`src/tsc_pkg.sv`:
```
`timescale 1ns / 1ps
`default_nettype none

package tsc_pkg;

    // Multiplier of the 32-bit multiplicative hash.
    localparam logic [31:0] HASH_MULT  = 32'h61C8_8647;
    // Value of the cookie seed after reset.
    localparam logic [31:0] SEED_RESET = 32'd42;
    // TCP flag masks.
    localparam logic [7:0]  FLAG_SYN   = 8'h02;
    localparam logic [7:0]  FLAG_ACK   = 8'h10;

    typedef enum logic [1:0] {
        VERDICT_PASS = 2'd0,
        VERDICT_DROP = 2'd1,
        VERDICT_TX   = 2'd2
    } verdict_t;

    // What the pipeline does with an item.
    typedef enum logic [1:0] {
        MODE_PASS = 2'd0,
        MODE_SYN  = 2'd1,
        MODE_ACK  = 2'd2
    } mode_t;

    // Item after the first hash.
    typedef struct packed {
        mode_t       mode;
        logic [31:0] s;
        logic [31:0] c;
        logic [31:0] e;
        logic [31:0] h1;
        logic [15:0] port;
    } front_t;

    // Item after the base hash.
    typedef struct packed {
        mode_t       mode;
        logic [31:0] s;
        logic [31:0] c;
        logic [31:0] e;
        logic [31:0] b;
    } base_t;

    // Item after the two epoch hashes.
    typedef struct packed {
        mode_t       mode;
        logic [31:0] s;
        logic [31:0] c;
        logic [31:0] eh0;
        logic [31:0] eh1;
    } epoch_t;

    // H(x) = x * HASH_MULT mod 2^32.
    function automatic logic [31:0] mix32(input logic [31:0] x);
        mix32 = x * HASH_MULT;
    endfunction

endpackage

`default_nettype wire

```
`src/tcp_syn_cookie_filter.sv`:
```
`timescale 1ns / 1ps
`default_nettype none

// Stateless TCP SYN-cookie filter. Each input transaction carries one parsed
// TCP/IPv4 header summary and yields exactly one result transaction, in order:
// a SYN without ACK is answered with a transmit verdict, the cookie as reply
// sequence number and the sequence number plus one as reply acknowledgment;
// an ACK without SYN passes when its acknowledgment minus one matches the cookie
// for the current or the previous epoch, and is dropped otherwise; everything
// else passes. The destination address and port do not enter the cookie.
// The block takes one transaction per cycle while its output is not stalled.
// Three register stages hold the three chained 32-bit hash multiplies (first
// hash, base hash, the two epoch hashes) and a fourth holds the compare and
// the output. The seed is written through the cfg port, which is always ready;
// write it only while no transaction is in flight.

module tcp_syn_cookie_filter
    import tsc_pkg::*;
(
    input  wire logic         clk,
    input  wire logic         rst_n,
    // Seed write.
    input  wire logic         cfg_valid,
    output logic              cfg_ready,
    input  wire logic [31:0]  cfg_data,
    // Header summaries.
    input  wire logic         s_axis_tvalid,
    output logic              s_axis_tready,
    // src_addr[31:0], dst_addr[63:32], src_port[79:64], dst_port[95:80],
    // seq_num[127:96], ack_num[159:128], tcp_flags[167:160], epoch[199:168]
    input  wire logic [199:0] s_axis_tdata,
    // is_tcp_ipv4[0]
    input  wire logic         s_axis_tuser,
    // Verdicts.
    output logic              m_axis_tvalid,
    input  wire logic         m_axis_tready,
    // reply_seq[31:0], reply_ack[63:32]
    output logic [63:0]       m_axis_tdata,
    // verdict[1:0]
    output logic [1:0]        m_axis_tuser
);

    logic [31:0] seed_reg;
    logic        front_valid;
    logic        front_ready;
    front_t      front_item;
    logic        core_valid;
    logic        core_ready;
    epoch_t      core_item;
    verdict_t    verdict;
    logic [31:0] reply_seq;
    logic [31:0] reply_ack;

    // Seed register.
    assign cfg_ready = 1'b1;

    always_ff @(posedge clk or negedge rst_n)
    begin
        if (!rst_n)
        begin
            seed_reg <= SEED_RESET;
        end
        else if (cfg_valid && cfg_ready)
        begin
            seed_reg <= cfg_data;
        end
    end

    // Decode and first hash.
    tsc_front u_front (
        .clk         (clk),
        .rst_n       (rst_n),
        .seed        (seed_reg),
        .in_valid    (s_axis_tvalid),
        .in_ready    (s_axis_tready),
        .in_is_tcp   (s_axis_tuser),
        .in_src_addr (s_axis_tdata[31:0]),
        .in_src_port (s_axis_tdata[79:64]),
        .in_seq      (s_axis_tdata[127:96]),
        .in_ack      (s_axis_tdata[159:128]),
        .in_flags    (s_axis_tdata[167:160]),
        .in_epoch    (s_axis_tdata[199:168]),
        .out_valid   (front_valid),
        .out_ready   (front_ready),
        .out_item    (front_item)
    );

    // Base and epoch hashes.
    tsc_hash_core u_hash_core (
        .clk       (clk),
        .rst_n     (rst_n),
        .in_valid  (front_valid),
        .in_ready  (front_ready),
        .in_item   (front_item),
        .out_valid (core_valid),
        .out_ready (core_ready),
        .out_item  (core_item)
    );

    // Cookie check and output register.
    tsc_verdict u_verdict (
        .clk           (clk),
        .rst_n         (rst_n),
        .in_valid      (core_valid),
        .in_ready      (core_ready),
        .in_item       (core_item),
        .out_valid     (m_axis_tvalid),
        .out_ready     (m_axis_tready),
        .out_verdict   (verdict),
        .out_reply_seq (reply_seq),
        .out_reply_ack (reply_ack)
    );

    assign m_axis_tdata = {reply_ack, reply_seq};
    assign m_axis_tuser = verdict;

endmodule

`default_nettype wire

```
`src/tsc_front.sv`:
```
`timescale 1ns / 1ps
`default_nettype none

module tsc_front
    import tsc_pkg::*;
(
    input  wire logic        clk,
    input  wire logic        rst_n,
    input  wire logic [31:0] seed,
    input  wire logic        in_valid,
    output logic             in_ready,
    input  wire logic        in_is_tcp,
    input  wire logic [31:0] in_src_addr,
    input  wire logic [15:0] in_src_port,
    input  wire logic [31:0] in_seq,
    input  wire logic [31:0] in_ack,
    input  wire logic [7:0]  in_flags,
    input  wire logic [31:0] in_epoch,
    output logic             out_valid,
    input  wire logic        out_ready,
    output front_t           out_item
);

    logic        valid_reg;
    front_t      item_reg;
    front_t      item_next;
    mode_t       mode;
    logic [7:0]  sel;

    // Classify the item from the protocol flag and the SYN and ACK bits.
    always_comb
    begin
        sel = in_flags & (FLAG_SYN | FLAG_ACK);
        mode = MODE_PASS;
        if (in_is_tcp)
        begin
            if (sel == FLAG_SYN)
            begin
                mode = MODE_SYN;
            end
            else if (sel == FLAG_ACK)
            begin
                mode = MODE_ACK;
            end
        end
    end

    // Sequence number that enters the hash, the cookie to check and the first hash.
    always_comb
    begin
        item_next.mode = mode;
        item_next.s    = (mode == MODE_ACK) ? (in_seq - 32'd1) : in_seq;
        item_next.c    = (in_ack - 32'd1) - item_next.s;
        item_next.e    = in_epoch;
        item_next.h1   = mix32(seed | in_src_addr);
        item_next.port = in_src_port;
    end

    assign in_ready  = !valid_reg || out_ready;
    assign out_valid = valid_reg;
    assign out_item  = item_reg;

    // Stage register: valid bit with reset, payload without.
    always_ff @(posedge clk or negedge rst_n)
    begin
        if (!rst_n)
        begin
            valid_reg <= 1'b0;
        end
        else if (in_ready)
        begin
            valid_reg <= in_valid;
        end
    end

    always_ff @(posedge clk)
    begin
        if (in_valid && in_ready)
        begin
            item_reg <= item_next;
        end
    end

    // A non-TCP transaction must leave this stage marked to pass.
    a_non_tcp_pass: assert property (@(posedge clk) disable iff (!rst_n)
        (in_valid && in_ready && !in_is_tcp) |=> (valid_reg && item_reg.mode == MODE_PASS))
        else $error("non-TCP item not marked to pass");

endmodule

`default_nettype wire

```
`src/tsc_hash_core.sv`:
```
`timescale 1ns / 1ps
`default_nettype none

module tsc_hash_core
    import tsc_pkg::*;
(
    input  wire logic   clk,
    input  wire logic   rst_n,
    input  wire logic   in_valid,
    output logic        in_ready,
    input  wire front_t in_item,
    output logic        out_valid,
    input  wire logic   out_ready,
    output epoch_t      out_item
);

    logic   a_valid_reg;
    base_t  a_item_reg;
    base_t  a_item_next;
    logic   a_ready;
    logic   b_valid_reg;
    epoch_t b_item_reg;
    epoch_t b_item_next;
    logic   b_ready;

    // Base hash over the first hash and the packed sequence and port word.
    always_comb
    begin
        a_item_next.mode = in_item.mode;
        a_item_next.s    = in_item.s;
        a_item_next.c    = in_item.c;
        a_item_next.e    = in_item.e;
        a_item_next.b    = mix32(in_item.h1 | {in_item.s[15:0], in_item.port});
    end

    // Epoch hashes for the current and the previous epoch.
    always_comb
    begin
        b_item_next.mode = a_item_reg.mode;
        b_item_next.s    = a_item_reg.s;
        b_item_next.c    = a_item_reg.c;
        b_item_next.eh0  = mix32(a_item_reg.b | a_item_reg.e);
        b_item_next.eh1  = mix32(a_item_reg.b | (a_item_reg.e - 32'd1));
    end

    assign b_ready   = !b_valid_reg || out_ready;
    assign a_ready   = !a_valid_reg || b_ready;
    assign in_ready  = a_ready;
    assign out_valid = b_valid_reg;
    assign out_item  = b_item_reg;

    // Valid bits of both stages.
    always_ff @(posedge clk or negedge rst_n)
    begin
        if (!rst_n)
        begin
            a_valid_reg <= 1'b0;
            b_valid_reg <= 1'b0;
        end
        else
        begin
            if (a_ready)
            begin
                a_valid_reg <= in_valid;
            end
            if (b_ready)
            begin
                b_valid_reg <= a_valid_reg;
            end
        end
    end

    // Payload of both stages.
    always_ff @(posedge clk)
    begin
        if (in_valid && a_ready)
        begin
            a_item_reg <= a_item_next;
        end
        if (a_valid_reg && b_ready)
        begin
            b_item_reg <= b_item_next;
        end
    end

    // An accepted item is held in the first stage on the next cycle.
    a_stage_loaded: assert property (@(posedge clk) disable iff (!rst_n)
        (in_valid && in_ready) |=> a_valid_reg)
        else $error("accepted item lost in base hash stage");

    // An item moved on from the first stage lands in the second.
    a_stage_moved: assert property (@(posedge clk) disable iff (!rst_n)
        (a_valid_reg && b_ready) |=> b_valid_reg)
        else $error("item lost between hash stages");

endmodule

`default_nettype wire

```
`src/tsc_verdict.sv`:
```
`timescale 1ns / 1ps
`default_nettype none

module tsc_verdict
    import tsc_pkg::*;
(
    input  wire logic        clk,
    input  wire logic        rst_n,
    input  wire logic        in_valid,
    output logic             in_ready,
    input  wire epoch_t      in_item,
    output logic             out_valid,
    input  wire logic        out_ready,
    output verdict_t         out_verdict,
    output logic [31:0]      out_reply_seq,
    output logic [31:0]      out_reply_ack
);

    logic        valid_reg;
    verdict_t    verdict_reg;
    verdict_t    verdict_next;
    logic [31:0] rseq_reg;
    logic [31:0] rseq_next;
    logic [31:0] rack_reg;
    logic [31:0] rack_next;
    logic        cookie_ok;

    // The cookie is valid for the current or the previous epoch.
    assign cookie_ok = (in_item.c == in_item.eh0) || (in_item.c == in_item.eh1);

    // Verdict and reply numbers.
    always_comb
    begin
        verdict_next = VERDICT_PASS;
        rseq_next    = 32'd0;
        rack_next    = 32'd0;
        unique case (in_item.mode)
            MODE_SYN:
            begin
                verdict_next = VERDICT_TX;
                rseq_next    = in_item.s + in_item.eh0;
                rack_next    = in_item.s + 32'd1;
            end
            MODE_ACK:
            begin
                verdict_next = cookie_ok ? VERDICT_PASS : VERDICT_DROP;
            end
            default:
            begin
                verdict_next = VERDICT_PASS;
            end
        endcase
    end

    assign in_ready      = !valid_reg || out_ready;
    assign out_valid     = valid_reg;
    assign out_verdict   = verdict_reg;
    assign out_reply_seq = rseq_reg;
    assign out_reply_ack = rack_reg;

    // Output register.
    always_ff @(posedge clk or negedge rst_n)
    begin
        if (!rst_n)
        begin
            valid_reg <= 1'b0;
        end
        else if (in_ready)
        begin
            valid_reg <= in_valid;
        end
    end

    always_ff @(posedge clk)
    begin
        if (in_valid && in_ready)
        begin
            verdict_reg <= verdict_next;
            rseq_reg    <= rseq_next;
            rack_reg    <= rack_next;
        end
    end

    // Reply numbers are zero unless a SYN-ACK is to be sent.
    a_zero_reply: assert property (@(posedge clk) disable iff (!rst_n)
        (valid_reg && verdict_reg != VERDICT_TX) |-> (rseq_reg == 32'd0 && rack_reg == 32'd0))
        else $error("reply numbers set without transmit verdict");

    // An item marked to pass leaves with a pass verdict.
    a_pass_kept: assert property (@(posedge clk) disable iff (!rst_n)
        (in_valid && in_ready && in_item.mode == MODE_PASS)
            |=> (valid_reg && verdict_reg == VERDICT_PASS))
        else $error("pass item given another verdict");

endmodule

`default_nettype wire

```
`config.mk`:
```
export PLATFORM = sky130hd
export DESIGN_NAME = tcp_syn_cookie_filter
export DESIGN_NICKNAME = d
export VERILOG_FILES = /design/src/tsc_pkg.sv /design/src/tcp_syn_cookie_filter.sv /design/src/tsc_front.sv /design/src/tsc_hash_core.sv /design/src/tsc_verdict.sv
export SDC_FILE = /design/constraint.sdc
export NUM_CORES = 2
export LEC_CHECK = 0
export ABC_AREA = 0
export BUFFER_PORTS_ARGS = -buffer_cell sky130_fd_sc_hd__buf_2
export CAP_MARGIN = 20
export CORE_MARGIN = 2
export CORE_UTILIZATION = 60
export CTS_CLUSTER_DIAMETER = 60
export DETAILED_ROUTE_END_ITERATION = 8
export GPL_TIMING_DRIVEN = 0
export PLACE_DENSITY_LB_ADDON = 0.2
export SLEW_MARGIN = 10
export SYNTH_ARGS = -nofsm -noshare
export SYNTH_HDL_FRONTEND = slang
export SYNTH_SLANG_ARGS = --single-unit
```
`constraint.sdc`:
```
create_clock -name clk -period 13.6 [get_ports clk]
set_clock_uncertainty 0.05 [all_clocks]
set_input_delay 1.36 -clock clk [delete_from_list [all_inputs] [get_ports clk]]
set_output_delay 1.36 -clock clk [all_outputs]
set_load 0.1 [all_outputs]
```
==> results by group <==
Clock network
  – Post-CTS setup buffer count: 0
  – CTS root buf: clkbuf_16
  – Post-CTS sizing: 0
  – Total CTS buffers: between 50 and 60
  – Max Root-Sink Buffers: 3
  – Clk Latency, worst-skew pair: 0.66 ns
  – Hold-fix buffers, CTS: 0
  – TritonCTS clock tree: done
  – Clk sink count: 508
  – H-tree depth: 2
  – Worst-path clk slew: 0.06 ns

GRT
  – Vias in the first global route: between 30000 and 40000
  – Total global-route track usage: 27.8%
  – Global route overflow: 0
  – First-pass GRT wire length: 182 mm
  – Pin count of the biggest net entering global routing: 67
  – Initial antenna violation count: 7

STA
  – Hold Vio Cnt, Final: 0
  – Max frequency: around 110 MHz
  – Unrepaired setup endpoints after global routing: no
  – Final Setup Violations: 0
  – Worst slew pin tran: 0.969 ns
  – Final Cycle Share: 66.9%
  – Slew Viols, Final: 0
  – Minimum clock period: a little over 9 ns
  – Setup TNS: 0 ns
  – Max transition margin: 34.5%

Synthesis
  – Synth Instances: 4467
  – Post-synth EDFFs: 472
  – Synthesized area: 0.0499 mm2
  – Post-synthesis sequential area ratio: 30.2%
  – Synthesized area per cell: 11.2 um2
  – Syn_nets: around 6000
  – Distinct cells, synth: 82
  – Yosys warnings: 0
  – Synth Register Bits: 508
  – Fraction of registers with async set/reset: 7.09%
  – Top_reg_cell synth: edfxtp_1

Floorplan
  – # rows: 105
  – Die Y: 292 um
  – Die Wd: 292 um
  – # IOs: between 300 and 400
  – Die ar.: 0.0854 mm2
  – Core area: 0.0821 mm2
  – Starting density of the core: 60.7%

Run
  – Max Cap Viol: 0

Run status
  – Outcome: finished, final reports clean

Detailed routing
  – DR vias/cell: 5.45
  – ANT nets after route: 0
  – DRC: 0
  – Routed WL: 115 mm
  – First-pass DRT Iterations: 5
  – Via Count: about 32000
  – Wire per inst: 19.4 um
  – 1st-iter DRT viols: 2275

Setup path
  – Crit path DAT: 9.40 ns
  – Startpoint class of the critical path: flop
  – Max FO, Critical Path: 7
  – Crit. End Element: flop
  – Crit Path Class: flop to flop
  – Req. time, crit path: approximately 14 ns
  – Reg2Reg Setup Slack: 4.50 ns

Finish
  – P&R area growth vs syn: 9.62%
  – Max reg flops: 146
  – Fill cells: 6292
  – Fin nets: 6303
  – Share of cells above drive strength 1: 10.5%

Placement
  – Routability cong.: 0.935
  – Port-buffer cells: between 200 and 300
  – Post-DP HPWL: 97.4 mm

Worst hold path
  – HP Class: flop to flop
cell usage after synthesis (33+ instances only):
master | number | area, um2
inv_1 | 1096 | 4110
ha_1 | 733 | 9170
fa_1 | 549 | 11000
edfxtp_1 | 472 | 14200
xnor2_1 | 214 | 1870
xor2_1 | 175 | 1530
nor2_1 | 156 | 586
a21oi_1 | 146 | 731
or2_2 | 95 | 594
nand2_1 | 94 | 353
o21ai_0 | 75 | 375
a21o_1 | 69 | 518
nor3_1 | 57 | 285
nand2b_1 | 53 | 332
nand3_1 | 38 | 190
o21a_1 | 34 | 255
dfrtp_1 | 33 | 826
mux2_2 | 33 | 372
area by class of cell:
class / instances / area (um2) / area share [%]
inverter: 1096 / 4110 / 7.53
sequential: 508 / 15100 / 27.6
clock buffer: 67 / 1440 / 2.64
antenna: 1 / 2.50 / 0.00458
buffer: 23 / 97.6 / 0.179
timing repair buffer: 258 / 1450 / 2.65
clock inverter: 39 / 549 / 1.01
tap: 1070 / 1340 / 2.45
multi-input combinational: 2840 / 30600 / 56.0
cell families (layout without fill, tap and decap cells):
logic type,after synthesis,after routing,share of synthesized area [%]
mux,40,40,0.886
compound gates,454,454,5.83
buf+inv,1119,1483,8.45
simple gates,672,672,7.23
fa+ha+maj,1282,1282,40.4
other cells,1,2,0.00752
flops,508,508,30.2
xor+xnor,391,391,6.91
routing by layer:
layer,wire length (um),track usage (%),vias to the layer above
met1,48300,37.4,15800
li1,-,-,15200
met2,56300,47.6,923
met3,6970,3.70,154
met5,51,0,-
met4,2990,7.25,8
worst max-delay path, cell delays in order, from the launching register on:
cell,delay [ns]
edfxtp_1,0.50
nor4_2,0.65
nand4_1,0.38
nor4b_1,0.92
or3b_1,0.21
clkbuf_1,0.25
inv_1,0.09
fa_1,0.51
fa_1,0.55
inv_1,0.05
fa_1,0.48
fa_1,0.51
fa_1,0.49
inv_1,0.05
fa_1,0.48
inv_1,0.05
ha_1,0.36
a2111oi_0,0.47
nand2_1,0.16
o211ai_1,0.26
a21oi_1,0.17
a211oi_1,0.52
xnor3_1,0.62
stage by stage:
stage	instances	hold WS, ns	util (%)	worst slack [ns]	instance area (um2)
after global routing	5902	0.353	66.6	4.27	54600
after global placement	5787	0.353	63.9	4.78	52400
after CTS	5901	0.331	66.6	4.52	54600
final	5902	0.325	66.6	4.50	54600
after detailed placement	5795	0.355	64.1	4.65	52700
after floorplan	4467	0.350	-	6.05	49900
path summary, 6_finish.rpt:
kind / startpoint / end / cells after the start
max: u_hash_core.a_item_reg[34]$_DFFE_PP_ / u_hash_core.out_item[31]$_DFFE_PP_ / 22
min: u_front.out_item[64]$_DFFE_PP_ / u_hash_core.a_item_reg[48]$_DFFE_PP_ / 0
max reg2reg: u_hash_core.a_item_reg[34]$_DFFE_PP_ / u_hash_core.out_item[31]$_DFFE_PP_ / 22
min reg2reg: u_front.out_item[64]$_DFFE_PP_ / u_hash_core.a_item_reg[48]$_DFFE_PP_ / 0
max in group asynchronous: rst_n / seed_reg[2]$_DFFE_PN0P_ / 1
min in group asynchronous: rst_n / u_verdict.out_valid$_DFFE_PN0P_ / 1
placed cells by master, fill, tap and decap left out, drive strengths merged, types with 84 or more instances in the layout:
cell	n
a21oi	146
buf	264
clkbuf	84
edfxtp	472
fa	549
ha	733
inv	1105
nand2	94
nor2	156
or2	96
xnor2	214
xor2	176
Power is not shown: default switching activity piles up to over one toggle a cycle in this logic, so the estimate is an artifact.
